`src/design/assert_macros.svh`:
```
// Assertion helpers shared by the RTL files.
// Every macro samples on the rising edge of clk and is off while arst_n is low.
`ifndef ASSERT_MACROS_SVH
`define ASSERT_MACROS_SVH

// Checked property: label, property body, message.
`define GMC_ASSERT(label, prop, msg) \
	label: assert property (@(posedge clk) disable iff (!arst_n) (prop)) else $error(msg);

// Implication with the consequent in the next cycle: label, cause, effect, message.
`define GMC_ASSERT_NEXT(label, cause, effect, msg) \
	label: assert property (@(posedge clk) disable iff (!arst_n) (cause) |=> (effect)) \
		else $error(msg);

`endif

```
`src/design/gmc_pkg.sv`:
```
// ---------------------------------------------------------------------------
// gmc_pkg
// Types and constants of the gate motion controller: payload structs,
// state codes, register indexes and reset values.
// ---------------------------------------------------------------------------
package gmc_pkg;

	localparam int CFG_IDX_W = 8;
	localparam int CFG_DATA_W = 32;

	typedef enum logic [CFG_IDX_W-1:0] {
		CFG_OBSTACLE_THRESHOLD = 8'd0,
		CFG_OPEN_TIMEOUT       = 8'd1,
		CFG_CLOSE_TIMEOUT      = 8'd2,
		CFG_UNLOCK_CODE        = 8'd3
	} cfg_reg_t;

	localparam logic [9:0]  THRESHOLD_RST    = 10'd10;
	localparam logic [15:0] OPEN_TIMEOUT_RST = 16'd1200;
	localparam logic [15:0] CLOSE_TIMEOUT_RST = 16'd3600;
	localparam logic [31:0] UNLOCK_CODE_RST  = 32'h3132_3334; // "1234"

	typedef enum logic [2:0] {
		ST_INIT    = 3'd0,
		ST_OPENING = 3'd1,
		ST_CLOSING = 3'd2,
		ST_CLOSED  = 3'd3,
		ST_OPEN    = 3'd4,
		ST_EMERG   = 3'd5,
		ST_ERROR   = 3'd6,
		ST_WAIT    = 3'd7
	} gate_state_t;

	typedef struct packed {
		logic       limit_open;
		logic       limit_closed;
		logic       cmd_open;
		logic       cmd_close;
		logic [9:0] distance;
		logic       key_valid;
		logic [7:0] key_code;
	} in_t;

	typedef struct packed {
		logic       motor_open;
		logic       motor_close;
		logic       led_moving;
		logic       led_alarm;
		logic       led_fault;
		logic [2:0] state_code;
	} out_t;

	typedef struct packed {
		logic [9:0]  obstacle_threshold;
		logic [15:0] open_timeout;
		logic [15:0] close_timeout;
		logic [31:0] unlock_code;
	} cfg_t;

	// Controller state apart from the key counter, whose width follows CODE_KEYS.
	typedef struct packed {
		gate_state_t state;
		gate_state_t resume;
		logic [15:0] motion_ticks;
		logic [31:0] entered_code;
		logic        alarm_blink;
		logic        fault_blink;
	} ctl_t;

endpackage

```
`src/design/gmc_cfg.sv`:
```
// ---------------------------------------------------------------------------
// gmc_cfg
// Configuration register file: threshold, timeouts and unlock code.
// Writes to an index outside the register list are dropped.
// ---------------------------------------------------------------------------
module gmc_cfg (
	input  logic                            clk,
	input  logic                            arst_n,
	input  logic                            cfg_valid,
	output logic                            cfg_ready,
	input  logic [gmc_pkg::CFG_IDX_W-1:0]   cfg_index,
	input  logic [gmc_pkg::CFG_DATA_W-1:0]  cfg_data,
	output gmc_pkg::cfg_t                   cfg
);
	import gmc_pkg::*;

	cfg_t cfg_q;

	assign cfg_ready = 1'b1;
	assign cfg = cfg_q;

	always_ff @(posedge clk or negedge arst_n) begin
		if (!arst_n) begin
			cfg_q.obstacle_threshold <= THRESHOLD_RST;
			cfg_q.open_timeout       <= OPEN_TIMEOUT_RST;
			cfg_q.close_timeout      <= CLOSE_TIMEOUT_RST;
			cfg_q.unlock_code        <= UNLOCK_CODE_RST;
		end else if (cfg_valid) begin
			unique case (cfg_index)
				CFG_OBSTACLE_THRESHOLD: cfg_q.obstacle_threshold <= cfg_data[9:0];
				CFG_OPEN_TIMEOUT:       cfg_q.open_timeout       <= cfg_data[15:0];
				CFG_CLOSE_TIMEOUT:      cfg_q.close_timeout      <= cfg_data[15:0];
				CFG_UNLOCK_CODE:        cfg_q.unlock_code        <= cfg_data[31:0];
				default: ;
			endcase
		end
	end

endmodule

```
`src/design/gmc_next.sv`:
```
// ---------------------------------------------------------------------------
// gmc_next
// Next-state and result logic for one tick: obstacle compare, transition
// priorities, timeouts, key entry and the output decode of the new state.
// ---------------------------------------------------------------------------
module gmc_next #(
	parameter int CODE_KEYS = 4,
	localparam int KeyCntW = (CODE_KEYS > 1) ? $clog2(CODE_KEYS) : 1
) (
	input  gmc_pkg::in_t         item,
	input  gmc_pkg::cfg_t        cfg,
	input  gmc_pkg::ctl_t        cur,
	input  logic [KeyCntW-1:0]   keys,
	output gmc_pkg::ctl_t        nxt,
	output logic [KeyCntW-1:0]   keys_next,
	output gmc_pkg::out_t        result
);
	import gmc_pkg::*;

	localparam logic [KeyCntW-1:0] KeyLast = KeyCntW'(CODE_KEYS - 1);

	logic        obst;
	logic        key_ok;
	logic [31:0] shifted;
	gate_state_t target;
	logic        alarm_t;
	logic        fault_t;
	logic [31:0] code_t;
	logic [KeyCntW-1:0] keys_t;
	logic        moving;

	assign obst    = item.distance < cfg.obstacle_threshold;
	assign key_ok  = item.key_valid && (item.key_code != 8'd0);
	assign shifted = {cur.entered_code[23:0], item.key_code};

	always_comb begin
		target  = cur.state;
		alarm_t = cur.alarm_blink;
		fault_t = cur.fault_blink;
		code_t  = cur.entered_code;
		keys_t  = keys;
		unique case (cur.state)
			ST_INIT, ST_CLOSED, ST_OPEN: target = ST_WAIT;
			ST_WAIT: begin
				if (!item.limit_open && !obst && !item.limit_closed)
					target = ST_CLOSING;
				else if (item.cmd_open && !obst && !item.limit_open)
					target = ST_OPENING;
				else if (item.cmd_close && !obst && !item.limit_closed)
					target = ST_CLOSING;
				else if (obst)
					target = ST_EMERG;
				else if (item.limit_open && item.limit_closed)
					target = ST_ERROR;
			end
			ST_OPENING: begin
				if (item.limit_open)                         target = ST_OPEN;
				else if (obst)                               target = ST_EMERG;
				else if (item.cmd_close)                     target = ST_CLOSING;
				else if (cur.motion_ticks == cfg.open_timeout) target = ST_ERROR;
			end
			ST_CLOSING: begin
				if (item.limit_closed)                        target = ST_CLOSED;
				else if (obst)                                target = ST_EMERG;
				else if (item.cmd_open)                       target = ST_OPENING;
				else if (cur.motion_ticks == cfg.close_timeout) target = ST_ERROR;
			end
			ST_EMERG: begin
				if (!obst) target = cur.resume;
				else       alarm_t = ~cur.alarm_blink;
			end
			ST_ERROR: begin
				fault_t = ~cur.fault_blink;
				if (key_ok) begin
					if (keys >= KeyLast) begin
						if (shifted == cfg.unlock_code) begin
							target = ST_WAIT;
							code_t = shifted;
						end else begin
							// wrong code: start the entry over
							code_t = '0;
							keys_t = '0;
						end
					end else begin
						code_t = shifted;
						keys_t = keys + 1'b1;
					end
				end
			end
			default: ;
		endcase
	end

	assign moving = (target == ST_OPENING) || (target == ST_CLOSING);

	always_comb begin
		nxt.state        = target;
		nxt.resume       = cur.resume;
		nxt.motion_ticks = moving ? cur.motion_ticks + 16'd1 : 16'd0;
		nxt.alarm_blink  = alarm_t;
		nxt.fault_blink  = fault_t;
		nxt.entered_code = code_t;
		keys_next        = keys_t;
		if (target != cur.state) begin
			nxt.resume = cur.state;
			if (target == ST_EMERG)
				nxt.alarm_blink = 1'b1;
			if (target == ST_ERROR) begin
				nxt.fault_blink  = 1'b1;
				nxt.entered_code = '0;
				keys_next        = '0;
			end
		end
	end

	assign result.motor_open  = (target == ST_OPENING);
	assign result.motor_close = (target == ST_CLOSING);
	assign result.led_moving  = moving;
	assign result.led_alarm   = (target == ST_EMERG) && nxt.alarm_blink;
	assign result.led_fault   = (target == ST_ERROR) && nxt.fault_blink;
	assign result.state_code  = 3'(target);

endmodule

```
`src/design/gate_motion_controller.sv`:
```
// ---------------------------------------------------------------------------
// gate_motion_controller
// Tick-driven controller for a motorized gate with obstacle stop, travel
// timeouts and keypad unlock from the error state.
// ---------------------------------------------------------------------------
// Each input transfer is one tick of sensor samples and yields exactly one
// result transfer describing the gate after that tick. The block takes one
// tick per clock while the output is not stalled: a tick is held in the input
// register while its next state and result are computed, and moves into the
// result register when that register is free or being emptied.
// The state registers update as the result register loads, which sets the
// one-tick-per-clock throughput. Both registers hold while the output is
// stalled. Configuration writes are always accepted, take effect at the edge
// that accepts them, and belong between ticks, with the block idle.
module gate_motion_controller #(
	parameter int CODE_KEYS = 4
) (
	input  logic                            clk,
	input  logic                            arst_n,
	input  logic                            in_valid,
	output logic                            in_ready,
	input  gmc_pkg::in_t                    in_data,
	output logic                            out_valid,
	input  logic                            out_ready,
	output gmc_pkg::out_t                   out_data,
	input  logic                            cfg_valid,
	output logic                            cfg_ready,
	input  logic [gmc_pkg::CFG_IDX_W-1:0]   cfg_index,
	input  logic [gmc_pkg::CFG_DATA_W-1:0]  cfg_data
);
	import gmc_pkg::*;

`include "assert_macros.svh"

	localparam int KeyCntW = (CODE_KEYS > 1) ? $clog2(CODE_KEYS) : 1;

	cfg_t               cfg;
	logic               in_valid_s1;
	in_t                in_s1;
	logic               out_valid_s2;
	out_t               res_s2;
	ctl_t               ctl_q;
	logic [KeyCntW-1:0] keys_q;
	ctl_t               ctl_next;
	logic [KeyCntW-1:0] keys_next;
	out_t               result;
	logic               advance;

	gmc_cfg u_cfg (
		.clk      (clk),
		.arst_n   (arst_n),
		.cfg_valid(cfg_valid),
		.cfg_ready(cfg_ready),
		.cfg_index(cfg_index),
		.cfg_data (cfg_data),
		.cfg      (cfg)
	);

	gmc_next #(
		.CODE_KEYS(CODE_KEYS)
	) u_next (
		.item     (in_s1),
		.cfg      (cfg),
		.cur      (ctl_q),
		.keys     (keys_q),
		.nxt      (ctl_next),
		.keys_next(keys_next),
		.result   (result)
	);

	// Advance a tick when the result register is free or being emptied.
	assign advance  = in_valid_s1 && (!out_valid_s2 || out_ready);
	assign in_ready = !in_valid_s1 || advance;

	assign out_valid = out_valid_s2;
	assign out_data  = res_s2;

	always_ff @(posedge clk or negedge arst_n) begin
		if (!arst_n) begin
			in_valid_s1 <= 1'b0;
		end else if (in_ready) begin
			in_valid_s1 <= in_valid;
		end
	end

	always_ff @(posedge clk) begin
		if (in_valid && in_ready) begin
			in_s1 <= in_data;
		end
	end

	always_ff @(posedge clk or negedge arst_n) begin
		if (!arst_n) begin
			out_valid_s2 <= 1'b0;
		end else if (advance) begin
			out_valid_s2 <= 1'b1;
		end else if (out_ready) begin
			out_valid_s2 <= 1'b0;
		end
	end

	always_ff @(posedge clk) begin
		if (advance) begin
			res_s2 <= result;
		end
	end

	always_ff @(posedge clk or negedge arst_n) begin
		if (!arst_n) begin
			ctl_q.state        <= ST_INIT;
			ctl_q.resume       <= ST_INIT;
			ctl_q.motion_ticks <= '0;
			ctl_q.entered_code <= '0;
			ctl_q.alarm_blink  <= 1'b0;
			ctl_q.fault_blink  <= 1'b0;
			keys_q             <= '0;
		end else if (advance) begin
			ctl_q  <= ctl_next;
			keys_q <= keys_next;
		end
	end

	`GMC_ASSERT(a_ticks_idle,
		(ctl_q.state == ST_OPENING || ctl_q.state == ST_CLOSING) ||
		ctl_q.motion_ticks == 16'd0, "motion ticks nonzero while gate not moving")
	`GMC_ASSERT(a_keys_range, keys_q <= KeyCntW'(CODE_KEYS - 1),
		"key counter beyond the code length")
	`GMC_ASSERT(a_motor_excl, !(out_valid && out_data.motor_open && out_data.motor_close),
		"motor driven both ways")
	`GMC_ASSERT(a_fault_state, !(out_valid && out_data.led_fault) ||
		out_data.state_code == 3'(ST_ERROR), "fault lamp outside error state")
	`GMC_ASSERT_NEXT(a_state_hold, !advance, $stable(ctl_q) && $stable(keys_q),
		"state changed without a tick")

endmodule

```
`config.mk`:
```
export PLATFORM = sky130hd
export DESIGN_NAME = gate_motion_controller
export DESIGN_NICKNAME = d
export VERILOG_FILES = /design/src/design/gmc_pkg.sv /design/src/design/gmc_cfg.sv /design/src/design/gmc_next.sv /design/src/design/gate_motion_controller.sv
export VERILOG_INCLUDE_DIRS = /design/src /design/src/design
export SDC_FILE = /design/constraint.sdc
export NUM_CORES = 1
export LEC_CHECK = 0
export BUFFER_PORTS_ARGS = -buffer_cell sky130_fd_sc_hd__buf_4
export CAP_MARGIN = 0
export CORE_MARGIN = 5
export CORE_UTILIZATION = 50
export DETAILED_ROUTE_END_ITERATION = 8
export PLACE_DENSITY = 0.79
export RECOVER_POWER = 50
export SETUP_SLACK_MARGIN = 0.15
export SYNTH_ARGS = -nofsm -noshare
export SYNTH_HDL_FRONTEND = slang
export SYNTH_SLANG_ARGS = --single-unit
```
`constraint.sdc`:
```
create_clock -name clk -period 3.5 [get_ports clk]
set_input_delay 0.175 -clock clk [delete_from_list [all_inputs] [get_ports clk]]
set_output_delay 0.175 -clock clk [all_outputs]
set_load 0.005 [all_outputs]
```
* Word-level counts from Yosys, hierarchy flattened
Index checks and enable logic that the tools add are counted.
Cells by class: $add $sub $neg 2, $lt $le $gt $ge 2, eq/ne operators 18, mux-type cells 38, bitwise operators 2, reductions and logical operators 30
Operators with widths (count):
- 32-bit two-way mux | 5
- 3-bit two-way mux | 17
- 34-bit two-way mux | 1
- 16-bit equality test | 2
- 32-bit equality test | 1
- 3-bit equality test, second input constant | 6
- 3-bit one-hot mux with 6 select lines | 1
- 16-bit by 1-bit adder with 16-bit output, second input constant | 1
- 8-bit by 2-bit equality test with 1-bit output, second input constant | 2
- 16-bit two-way mux | 1
- 1-bit logical AND | 12
- 2-bit two-way mux | 6
- 10-bit < comparator | 1
- 2-bit AND reduction | 5
- 3-bit by 2-bit equality test with 1-bit output, second input constant | 3
- 8-bit by 1-bit equality test with 1-bit output, second input constant | 1
- 8-bit logical NOT | 1
- 8-bit nonzero test | 1
- 1-bit two-way mux | 7
- 3-bit by 1-bit equality test with 1-bit output, second input constant | 2
- 1-bit logical NOT | 5
- 3-bit logical NOT | 1
- 1-bit logical OR | 3
- 3-bit inequality test | 1
- 5 further kinds | 6
Storage, ports and cells: register bits after elaboration 165

* Depth between registers and ports, before layout
Gate-level depths: netlist of run 1.
depth after elaboration 12, gate-level depth with buffers 15

* Hierarchy
From an unflattened synthesis of run 1, not the netlist that was laid out.
Second synthesis, totals: cell total of the unflattened synthesis 726, area total of the unflattened synthesis 8748.4 um^2
By module, submodules not included:
- gate_motion_controller | instances 1, cells an instance 162, area each 3216.8 um^2, seq. area each 2432.3 um^2
- gmc_cfg | instances 1, cells an instance 162, area each 2979.1 um^2, seq. area each 1880.6 um^2
- gmc_next | instances 1, cells an instance 402, area each 2552.4 um^2, seq. area each 0.0 um^2

* Worst setup path before layout of run 1
No wires, ideal clock.
path kind reg2reg, from reg u_cfg.cfg_q (netlist bit u_cfg.cfg[67]), to reg ctl_q[10] in the netlist's numbering, data arrival time 2.896 ns, data required time 3.379 ns, setup slack 0.483 ns, cell stages (with the launch flop) 16, period minus slack after synthesis 3.017 ns, cells stage by stage dfstp_2 inv_1 ha_1 a21oi_1 o21ai_0 nand2b_1 and2_4 buf_6 o41ai_2 and4b_1 buf_4 nand4_4 and3_1 buf_6 buf_6 a22o_1
On the way: word-level cells in the longest chain between the ends 11
Ends and longest elaborated chain:
- from (decl) | RTL line gmc_cfg.sv:17 | cfg_t cfg_q;
- 10-bit < comparator * | RTL line gmc_next.sv:32 | assign obst = item.distance < cfg.obstacle_threshold;
- 1-bit logical NOT | RTL line gmc_next.sv:45, gmc_next.sv:47, gmc_next.sv:49
- 1-bit logical AND (2 in a row) | RTL line gmc_next.sv:49 | else if (item.cmd_close && !obst && !item.limit_closed)
- 3-bit two-way mux | RTL line gmc_next.sv:49
- 3-bit two-way mux | RTL line gmc_next.sv:47 | else if (item.cmd_open && !obst && !item.limit_open)
- 3-bit two-way mux | RTL line gmc_next.sv:45 | if (!item.limit_open && !obst && !item.limit_closed)
- 3-bit one-hot mux with 6 select lines * | RTL line gmc_next.sv:42 | unique case (cur.state)
- 3-bit equality test | RTL line gmc_next.sv:108 | if (target == ST_ERROR) begin
- 32-bit two-way mux | RTL line gmc_next.sv:108
- 34-bit two-way mux * | RTL line gmc_next.sv:104 | if (target != cur.state) begin
- to (signal assigned) | RTL line gate_motion_controller.sv:118 | ctl_q <= ctl_next;
- to (decl) | RTL line gate_motion_controller.sv:42 | ctl_t ctl_q;
Mark *: on every way between the ends. The rest lies on a longest branch, timed or not. A chain may end at the register's enable or synchronous reset.

* Worst setup path in the final report of run 1
from reg u_cfg.cfg_q (netlist bit u_cfg.cfg[67]), to reg ctl_q[7] in the netlist's numbering
The elaborated chain is that of the path after synthesis.

==> out/metrics.cfg, run 1 <==
[run_status]
status = finished clean

[floorplanning]
start_util_pct = 51.30
dieHeight_um = 132.6
num_rows = 44
die_area_um2 = 17580
die_w_um = 132.6
core_area_um2 = 14640
pin_count = 79

[setup_path]
crit_cells = 11
end_kind = register
crit_arrival_ns = 3.53
cp_cell_sequence = inv_1, ha_1, a21oi_1, o21ai_0, nand2b_1, and2_4, o41ai_2, and4b_2, nand4_4, and3_4, a22o_1
crit_path_start_kind = register
crit_start = u_cfg.cfg[67]
critPathTopFamily = simple AND/OR/NAND/NOR gates
reg2reg_depth = 11
crit_required_ns = 3.82
critPathSlowestCell = dfstp_2
cp_num_buf_inv = 1
criticalPathCategory = reg2reg
r2r_slack_ns = 0.29
rr_endpoint = ctl_q[7]
critical_path.max_stage_delay_ns = 0.52
timing.rr.start = u_cfg.cfg[67]
crit_fanout = 24

[final_layout]
n_antenna_cell = 0
regArea_um2 = 4113
multi_input_area_um2 = 3176
area_growth_pct = 24.78
num-nets-final = 824
fillers = 1113
drive_gt1_share_pct = 30.60

[power_and_ir_drop]
power_mw = 6.128
vdd.ir_drop.worst_mv = 0.4318
leakage_nw = 4.414
p_per_area_nw_per_um2 = 653.7

[cts]
cts_buffers = 17
postCtsSetupBuffers = 0
clock_latency_ns = 0.43
cts.path.max_buffers = 2
cts_tree = done
cts_sinks = 157
clockRootBuffer = clkbuf_16
clkTransAtPathRegs_ns = 0.07
htreeDepth = 4

[logic_synthesis]
yosys.cell_count.top_type = dfrtp_1
seq_area_frac_synth_pct = 54.75
yosysWarnings = 0
synth_area_per_cell_um2 = 12.23
yosysTopAreaCell = dfrtp_1
ys_seq_elements = 157
synth.cell_area_um2 = 7512
syn-num-nets = 696
ys_types = 62
postSynth.asyncResetShare_pct = 80.25
synthTopCellsByCount = 103 x dfrtp_1, 66 x mux2_2, 58 x xor2_1
synth_flop_cell = dfrtp_1
yosysTopAreaCellShare_pct = 34.31
synth_area_leaders = dfrtp_1 34%, edfxtp_1 12%, mux2_2 9.9%, dfstp_2 8.0%, xor2_1 6.8%
syn_inst = 614
synth_edf_count = 31

[grt]
first_global_vias = 5578
grt_use_total_pct = 21.16
grt_max_degree = 75
antenna_found_initial = 0
grt_pass1_wl_um = 29300
grt-ovfl-total = 0

[routing]
drt_wl_total_um = 17750
dr.pass1.iters = 6
ant_nets = 0
vias = 5280
wl_met2_um = 8866
drc_errors = 0
avgViaCountPerCell = 5.623
routedWlPerCell_um = 18.90
top_layer = met4
drt_iter0_drc = 345
m1WireLength_um = 7599
met3WireLength_um = 954

[sta]
fin_skew_ns = 0.01080
final-max-slew-violation-count = 0
worstMarginPinSlew_ns = 1.320
slew_headroom_pct = 11.98
hold_viol_final = 0
setup_tns_ns = 0
final-setup-viol-count = 0
period_share_pct = 91.69
rsz0062_at_grt = no
period_minus_slack_ns = 3.209
max_freq_ghz = 0.3116

[placed_design]
portBuffers = 77
gp_congestion = 0.8818
dp_hpwl_um = 12290

[worst_hold_path]
hold_path_end = u_cfg.cfg[44]
holdPathStages = 2
hp-class = in2reg
hold_start = cfg_data[12]

[run]
maxCapViolCount = 0

==> metrics by stage <==
step / util [%] / cell area, um^2 / hold WS [ns] / cells / worst slack (ns)
finish: 64.01 / 9374 / 0.01423 / 939 / 0.2910
CTS: 63.97 / 9368 / 0.002143 / 939 / 0.2088
global route: 64.01 / 9374 / 0.004972 / 939 / 0.1525
global placement: 56.62 / 8292 / 0.2391 / 863 / 0.1849
detailed placement: 56.62 / 8292 / 0.2543 / 863 / 0.03246
floorplan: - / 7512 / -0.1206 / 614 / 0.4830
==> cell type report <==
cell class | count | area share, %
Clock inverter | 12 | 1.535
Clock buffer | 20 | 5.219
Multi-Input combinational cell | 407 | 33.88
Timing Repair Buffer | 135 | 12.05
Tap cell | 184 | 2.456
Inverter | 24 | 0.9877
Sequential cell | 157 | 43.87
==> metal layers <==
metal	GRT usage, %	vias up
met5	0	-
met4	7.910	0
met3	4.670	23
met2	34.77	156
met1	27.64	2639
li1	-	2462
==> what timing repair did <==
action,in CTS,in global routing
endpoints found under the hold margin,86,0
hold buffers,44,0
pin swaps,0,1
endpoints found under the setup margin,24,38
resized for setup,2,3
==> sequential cells by signal, indices dropped and copies added (netlist names) <==
register	cells
keys_q	2
out_valid	1
u_cfg.cfg	74
ctl_q	48
in_s1	23
in_valid_s1	1
out_data	8
==> report_power, final <==
part           switching [mW]  leakage, nW  internal (mW)
clock network           0.788        0.312           1.17
logic                   0.989         2.20          0.771
registers               0.243         1.90           2.16
==> logic make-up after synthesis <==
logic type | count (synthesis) | synth area share (%)
xor+xnor | 78 | 9.294
fa+ha+maj | 14 | 2.332
buf+inv | 50 | 3.181
mux | 68 | 10.19
other cells | 1 | 0.04992
compound gates | 106 | 10.01
simple gates | 140 | 10.19
flops | 157 | 54.75
==> cell usage in the layout, fill, tap and decap left out, types with 3 or more instances in the layout <==
master,synthesis,final
nor3_1,6,6
o31ai_1,3,3
a22o_1,24,24
clkbuf_16,0,19
buf_4,2,55
nand3_1,14,14
xor2_1,58,58
o21ai_0,21,21
clkbuf_4,0,33
nor4_1,16,16
xnor2_1,18,18
nand2b_1,9,9
nor2b_1,4,4
edfxtp_1,31,31
dlygate4sd3_1,0,44
a21oi_1,24,24
nand4_1,11,11
mux2_2,66,66
dfstp_2,23,23
a31oi_1,3,3
nand2_1,39,38
ha_1,14,14
nand3b_1,4,4
inv_1,21,21
o22ai_1,3,3
o21ai_1,6,6
o21a_1,4,4
dfrtp_1,103,103
nor2_1,17,17
and3_1,5,4
inv_6,0,4
and2_1,4,4
==> worst max path at each step <==
stage / to / slack [ns]
2_1_floorplan: ctl_q[10] / 0.48
3_3_place_gp: ctl_q[22] / 0.18
3_5_place_dp: ctl_q[21] / 0.03
4_1_cts: ctl_q[7] / 0.21
5_1_grt: ctl_q[5] / 0.15
6_report: ctl_q[7] / 0.29
Power figures use the tool's default switching activity.
==> inputs of run 2 (changes only) <==
- BUFFER_PORTS_ARGS: -buffer_cell sky130_fd_sc_hd__buf_4 -> -buffer_cell sky130_fd_sc_hd__buf_2
==> run 2 against run 1 <==
The flow now finishes with violations (max-capacitance violations, max-slew violations). Non-clock buffer count is 4 lower. Routed wire length up 0.89%. Die area did not move. Clock power fell by 6%. Total power is 2.5% lower. Critical path depth unchanged. Worst hold slack improved by 0.0069 ns. Critical endpoint is now ctl_q[18].
==> out/metrics.cfg, run 2 (synthesis results as in run 1) <==
[grt]
grt_pass1_wl_um = 28840  ; was 29300 um
grt-ovfl-total = 0  ; unchanged
grt_max_degree = 66  ; was 75
first_global_vias = 5513  ; was 5578
antenna_found_initial = 1  ; was 0
grt_use_total_pct = 20.91  ; was 21.16%

[sta]
final-max-slew-violation-count = 65  ; was 0
setup_tns_ns = 0  ; unchanged
fin_skew_ns = 0.006515  ; was 0.01080 ns
hold_slack_ns = 0.02109  ; was 0.01423 ns
hold_viol_final = 0  ; unchanged
slew_headroom_pct = -4.453  ; was 11.98%
period_minus_slack_ns = 3.116  ; was 3.209 ns
rsz0062_at_grt = no  ; unchanged
max_freq_ghz = 0.3209  ; was 0.3116 GHz
period_share_pct = 89.04  ; was 91.69%
final-setup-viol-count = 0  ; unchanged
worstMarginPinSlew_ns = 1.567  ; was 1.320 ns

[setup_path]
critical_path.max_stage_delay_ns = 0.52  ; about the same
crit_arrival_ns = 3.42  ; was 3.53 ns
criticalPathCategory = reg2reg  ; unchanged
crit_fanout = 24  ; unchanged
cp_cell_sequence = inv_1, ha_1, a21oi_1, o21ai_0, nand2b_1, and2_4, o41ai_2, and4b_2, nand4_4, o21ba_4, a22o_1  ; was inv_1, ha_1, a21oi_1, o21ai_0, nand2b_1, and2_4, o41ai_2, and4b_2, nand4_4, and3_4, a22o_1
crit_required_ns = 3.81  ; was 3.82 ns
end_kind = register  ; unchanged
critPathSlowestCell = dfstp_2  ; unchanged
crit_path_start_kind = register  ; unchanged

[cts]
cts.path.max_buffers = 2  ; unchanged
cts_tree = done  ; unchanged
cts_buffers = 17  ; unchanged
cts_sinks = 157  ; unchanged
clock_latency_ns = 0.43  ; about the same
htreeDepth = 4  ; unchanged
clockRootBuffer = clkbuf_16  ; unchanged
postCtsSetupBuffers = 0  ; unchanged
clkTransAtPathRegs_ns = 0.06  ; was 0.07 ns

[run_status]
failed_checks = max-capacitance violations, max-slew violations
status = finished, violations left  ; was finished clean

[placed_design]
place_area_um2 = 8102  ; was 8292 um^2
portBuffers = 77  ; unchanged
dp_hpwl_um = 12530  ; was 12290 um
gp_congestion = 0.9251  ; was 0.8818

[final_layout]
final_cell_mix = 103 x dfrtp_1, 69 x buf_2, 66 x mux2_2, 58 x xor2_1, 40 x dlygate4sd3_1  ; was 103 x dfrtp_1, 66 x mux2_2, 58 x xor2_1, 55 x buf_4, 44 x dlygate4sd3_1
n_antenna_cell = 0  ; unchanged
drive_gt1_share_pct = 29.43  ; was 30.60%
multi_input_area_um2 = 3176  ; unchanged
largest_reg_flops = 74  ; unchanged
num-nets-final = 820  ; was 824
regArea_um2 = 4113  ; unchanged
fin_area_um2 = 9084  ; was 9374 um^2
final_common_cell = dfrtp_1  ; unchanged
area_growth_pct = 20.92  ; was 24.78%
fillers = 1103  ; was 1113

[worst_hold_path]
hp-class = in2reg  ; unchanged

[power_and_ir_drop]
power_mw = 5.973  ; was 6.128 mW
vdd.ir_drop.worst_mv = 0.3636  ; was 0.4318 mV
leakage_nw = 4.294  ; was 4.414 nW
p_per_area_nw_per_um2 = 657.6  ; was 653.7 nW/um^2

[routing]
dr.pass1.iters = 5  ; was 6
drc_errors = 0  ; unchanged
drt_iter0_drc = 317  ; was 345
drt_wl_total_um = 17910  ; was 17750 um
routedWlPerCell_um = 19.15  ; was 18.90 um
ant_nets = 0  ; unchanged
vias = 5249  ; was 5280
avgViaCountPerCell = 5.614  ; was 5.623

[floorplanning]
pin_count = 79  ; unchanged
dieHeight_um = 132.6  ; unchanged
num_rows = 44  ; unchanged
core_area_um2 = 14640  ; unchanged
die_w_um = 132.6  ; unchanged
start_util_pct = 51.30  ; unchanged
die_area_um2 = 17580  ; unchanged

[run]
maxCapViolCount = 1  ; was 0

-- run 2: cell count changes in the layout (fill, tap and decap cells not counted) --
| cell | before | now |
|---|---|---|
| buf_2 | 0 | 69 |
| buf_4 | 55 | 12 |
| bufinv_16 | 2 | 3 |
| clkbuf_1 | 1 | 10 |
| clkbuf_16 | 19 | 17 |
| clkbuf_4 | 33 | 0 |
| clkbuf_8 | 1 | 0 |
| clkinv_1 | 0 | 1 |
| clkinv_2 | 2 | 6 |
| clkinv_4 | 1 | 2 |
| dlygate4sd3_1 | 44 | 40 |
| inv_6 | 4 | 0 |
| inv_8 | 2 | 0 |
-- run 2: where the power goes --
group	internal (mW)	switching, mW	total, mW
sequential	2.17	0.252	2.42
combinational	0.715	1.00	1.72
clock	1.11	0.724	1.84
total	3.99	1.98	5.97
-- run 2: metrics by stage --
stage	worst slack (ns)	utilization, %	cells
global route	0.1810	62.03	935
global placement	0.1154	55.32	863
floorplan	0.4830	-	614
CTS	0.1883	62.04	935
detailed placement	0.02494	55.32	863
finish	0.3836	62.03	935
-- run 2: path summary, 6_finish.rpt --
check | startpoint | end | slack [ns] | cells after the start
min reg2reg | ctl_q[22] | ctl_q[22] | 0.53 | 1
max in group asynchronous | arst_n | u_cfg.cfg[43] | 1.74 | 3
max reg2reg | u_cfg.cfg[67] | ctl_q[18] | 0.38 | 11
max | u_cfg.cfg[67] | ctl_q[18] | 0.38 | 11
min | cfg_data[1] | u_cfg.cfg[65] | 0.02 | 3
min in group asynchronous | arst_n | u_cfg.cfg[22] | 0.69 | 2
-- run 2: cell type report --
class                      instances  area share, %
timing repair buffer             131          9.807
clock inverter                    13          1.639
multi-input combinational        407          34.96
clock buffer                      19          4.766
inverter                          24          1.019
sequential                       157          45.28
tap                              184          2.534
-- run 2: worst max-delay path: cells and delay by family, from the launching register on --
kind | cells | cell delay (ns)
buffers and inverters | 1 | 0.05
AND/OR/NAND/NOR | 4 | 0.98
flip-flops | 1 | 0.52
adder cells (fa/ha/maj) | 1 | 0.29
AO/OA/AOI/OAI | 5 | 1.14
-- run 2: routing by layer --
metal	GRT usage, %	part of all wire (%)	vias to the layer above
li1	-	-	2452
met1	28.26	44	2615
met2	33.81	49	156
met3	4.935	5.1	26
met4	6.178	1.7	0
met5	0	0	-
-- run 2: repair_timing --
item / CTS / global route
endpoints found under the hold margin: 91 / 0
setup endpoints to repair: 24 / 38
resized for setup: 1 / 4
hold buffers: 40 / 0
==> inputs of run 3 (changes only) <==
- CTS_BUF_LIST: not set -> sky130_fd_sc_hd__clkbuf_8
==> run 3 against run 2 <==
The flow still finishes with violations (max-capacitance violations, max-slew violations). Count of clock-buffer cells in the layout fell by 2. Maximum frequency rose by 0.13%. Sequential power barely moved. Critical endpoint is now ctl_q[10].
==> out/metrics.cfg, run 3 (synthesis results as in run 1) <==
[routing]
drt_wl_total_um = 17820  ; was 17910 um
vias = 5275  ; was 5249
drt_iter0_drc = 328  ; was 317
dr.pass1.iters = 4  ; was 5
routedWlPerCell_um = 18.86  ; was 19.15 um
drc_errors = 0  ; unchanged
avgViaCountPerCell = 5.582  ; was 5.614
ant_nets = 0  ; unchanged

[setup_path]
criticalPathCategory = reg2reg  ; unchanged
crit_required_ns = 3.84  ; was 3.81 ns
crit_path_start_kind = register  ; unchanged
crit_fanout = 24  ; unchanged
r2r_slack_ns = 0.39  ; was 0.38 ns
end_kind = register  ; unchanged
crit_arrival_ns = 3.45  ; was 3.42 ns

[power_and_ir_drop]
vdd.ir_drop.worst_mv = 0.3889  ; was 0.3636 mV
seqPwrFrac_pct = 43.9  ; was 40.5%
leakage_nw = 4.254  ; was 4.294 nW
clkPwrFrac_pct = 24.7  ; was 30.7%
p_switching_mw = 1.914  ; was 1.981 mW
netSwitchingFraction_pct = 34.88  ; was 33.16%
p_int_mw = 3.574  ; was 3.992 mW
p_per_area_nw_per_um2 = 610.4  ; was 657.6 nW/um^2
power_frac_comb_pct = 31.4  ; was 28.8%

[cts]
cts_tree = done  ; unchanged
clkTransAtPathRegs_ns = 0.08  ; was 0.06 ns
cts.path.max_buffers = 2  ; unchanged
clock_latency_ns = 0.46  ; was 0.43 ns
cts_buffers = 17  ; unchanged
htreeDepth = 4  ; unchanged
clockRootBuffer = clkbuf_8  ; was clkbuf_16
cts_sinks = 157  ; unchanged

[run_status]
failed_checks = max-capacitance violations, max-slew violations  ; unchanged
status = finished, violations left  ; unchanged

[run]
maxCapViolCount = 1  ; unchanged

[floorplanning]
start_util_pct = 51.30  ; unchanged
pin_count = 79  ; unchanged
die_area_um2 = 17580  ; unchanged
num_rows = 44  ; unchanged
core_area_um2 = 14640  ; unchanged
dieHeight_um = 132.6  ; unchanged
die_w_um = 132.6  ; unchanged

[grt]
antenna_found_initial = 0  ; was 1
first_global_vias = 5520  ; was 5513
grt-ovfl-total = 0  ; unchanged
grt_pass1_wl_um = 28720  ; was 28840 um
grt_use_total_pct = 20.83  ; was 20.91%
grt_max_degree = 66  ; unchanged

[sta]
final-max-slew-violation-count = 65  ; unchanged
max_freq_ghz = 0.3213  ; was 0.3209 GHz
fin_skew_ns = 0.01127  ; was 0.006515 ns
hold_viol_final = 0  ; unchanged
slew_headroom_pct = -6.636  ; was -4.453%
rsz0062_at_grt = no  ; unchanged
period_minus_slack_ns = 3.112  ; was 3.116 ns
setup_tns_ns = 0  ; unchanged
period_share_pct = 88.93  ; was 89.04%
worstMarginPinSlew_ns = 1.600  ; was 1.567 ns
final-setup-viol-count = 0  ; unchanged

[final_layout]
n_antenna_cell = 0  ; unchanged
instances_no_fill = 945  ; was 935
final_cell_mix = 103 x dfrtp_1, 68 x buf_2, 66 x mux2_2, 58 x xor2_1, 50 x dlygate4sd3_1  ; was 103 x dfrtp_1, 69 x buf_2, 66 x mux2_2, 58 x xor2_1, 40 x dlygate4sd3_1
largest_reg_flops = 74  ; unchanged
num-nets-final = 830  ; was 820
final_common_cell = dfrtp_1  ; unchanged
area_growth_pct = 19.69  ; was 20.92%
drive_gt1_share_pct = 28.91  ; was 29.43%

[worst_hold_path]
hp-class = in2reg  ; unchanged

[placed_design]
gp_congestion = 0.9251  ; unchanged
dp_hpwl_um = 12530  ; unchanged
dp_cells = 863  ; unchanged
portBuffers = 77  ; unchanged

run 3: cell types whose count changed in the layout (fill, tap and decap cells not counted), sizes merged:
cell,change
dlygate4sd3,+10
inv,+2
clkbuf,-1
buf,-1
run 3: per-stage QoR:
stage          setup slack [ns]  area (um^2)  utilization (%)  total power [mW]  hold slack (ns)
3_3_place_gp             0.1154         8102            55.32             4.030           0.3162
6_report                 0.3876         8991            61.40             5.488          0.01118
5_1_grt                  0.1884         8991            61.40             5.784         0.001880
3_5_place_dp            0.02494         8102            55.32             4.089           0.3240
4_1_cts                  0.1888         8994            61.41             5.477         0.007838
2_1_floorplan            0.4830         7512                -             3.590          -0.1206
run 3: power by group through the flow:
stage / Combinational [mW] / Clock, mW / Sequential [mW]
2_1_floorplan: 1.24 / 0 / 2.35
3_3_place_gp: 1.61 / 0 / 2.42
3_5_place_dp: 1.65 / 0 / 2.44
4_1_cts: 1.71 / 1.37 / 2.40
5_1_grt: 1.89 / 1.46 / 2.44
6_report: 1.72 / 1.35 / 2.41
run 3: area by class of cell:
cell class / instances / area, um^2
fill: 1127 / 5653
sequential: 157 / 4113
multi-input combinational: 407 / 3176
timing repair buffer: 141 / 989.7
clock buffer: 17 / 234.0
tap: 184 / 230.2
clock inverter: 15 / 156.4
inverter: 24 / 92.59
run 3: routing by layer:
| layer | share of wire [%] | track usage [%] | vias to the layer above |
|---|---|---|---|
| li1 | - | - | 2476 |
| met1 | 43 | 27.34 | 2626 |
| met2 | 50 | 34.63 | 151 |
| met3 | 5.1 | 4.214 | 22 |
| met4 | 1.5 | 7.159 | 0 |
| met5 | 0 | 0 | - |
run 3: worst paths after layout:
kind	from	endpoint	cells after the start
setup / recovery	u_cfg.cfg[67]	ctl_q[10]	11
hold / removal	cfg_data[13]	u_cfg.cfg[45]	2
min in group asynchronous	arst_n	u_cfg.cfg[23]	2
max in group asynchronous	arst_n	u_cfg.cfg[43]	3
hold reg to reg	u_cfg.cfg[65]	u_cfg.cfg[65]	2
setup reg to reg	u_cfg.cfg[67]	ctl_q[10]	11
run 3: what timing repair did:
item | CTS | global route
hold buffers | 50 | 0
setup endpoints to repair | 24 | 38
resized for setup | 1 | 4
setup buffers | 0 | 0
cloned | 0 | 0
endpoints found under the hold margin | 109 | 0
run 3: critical path, cell delays in order (launching register included):
cell and delay [ns]:
dfstp_2 0.53, inv_1 0.05, ha_1 0.29, a21oi_1 0.06, o21ai_0 0.16, nand2b_1 0.16
and2_4 0.23, o41ai_2 0.35, and4b_2 0.40, nand4_4 0.18, and3_4 0.30, a22o_1 0.28
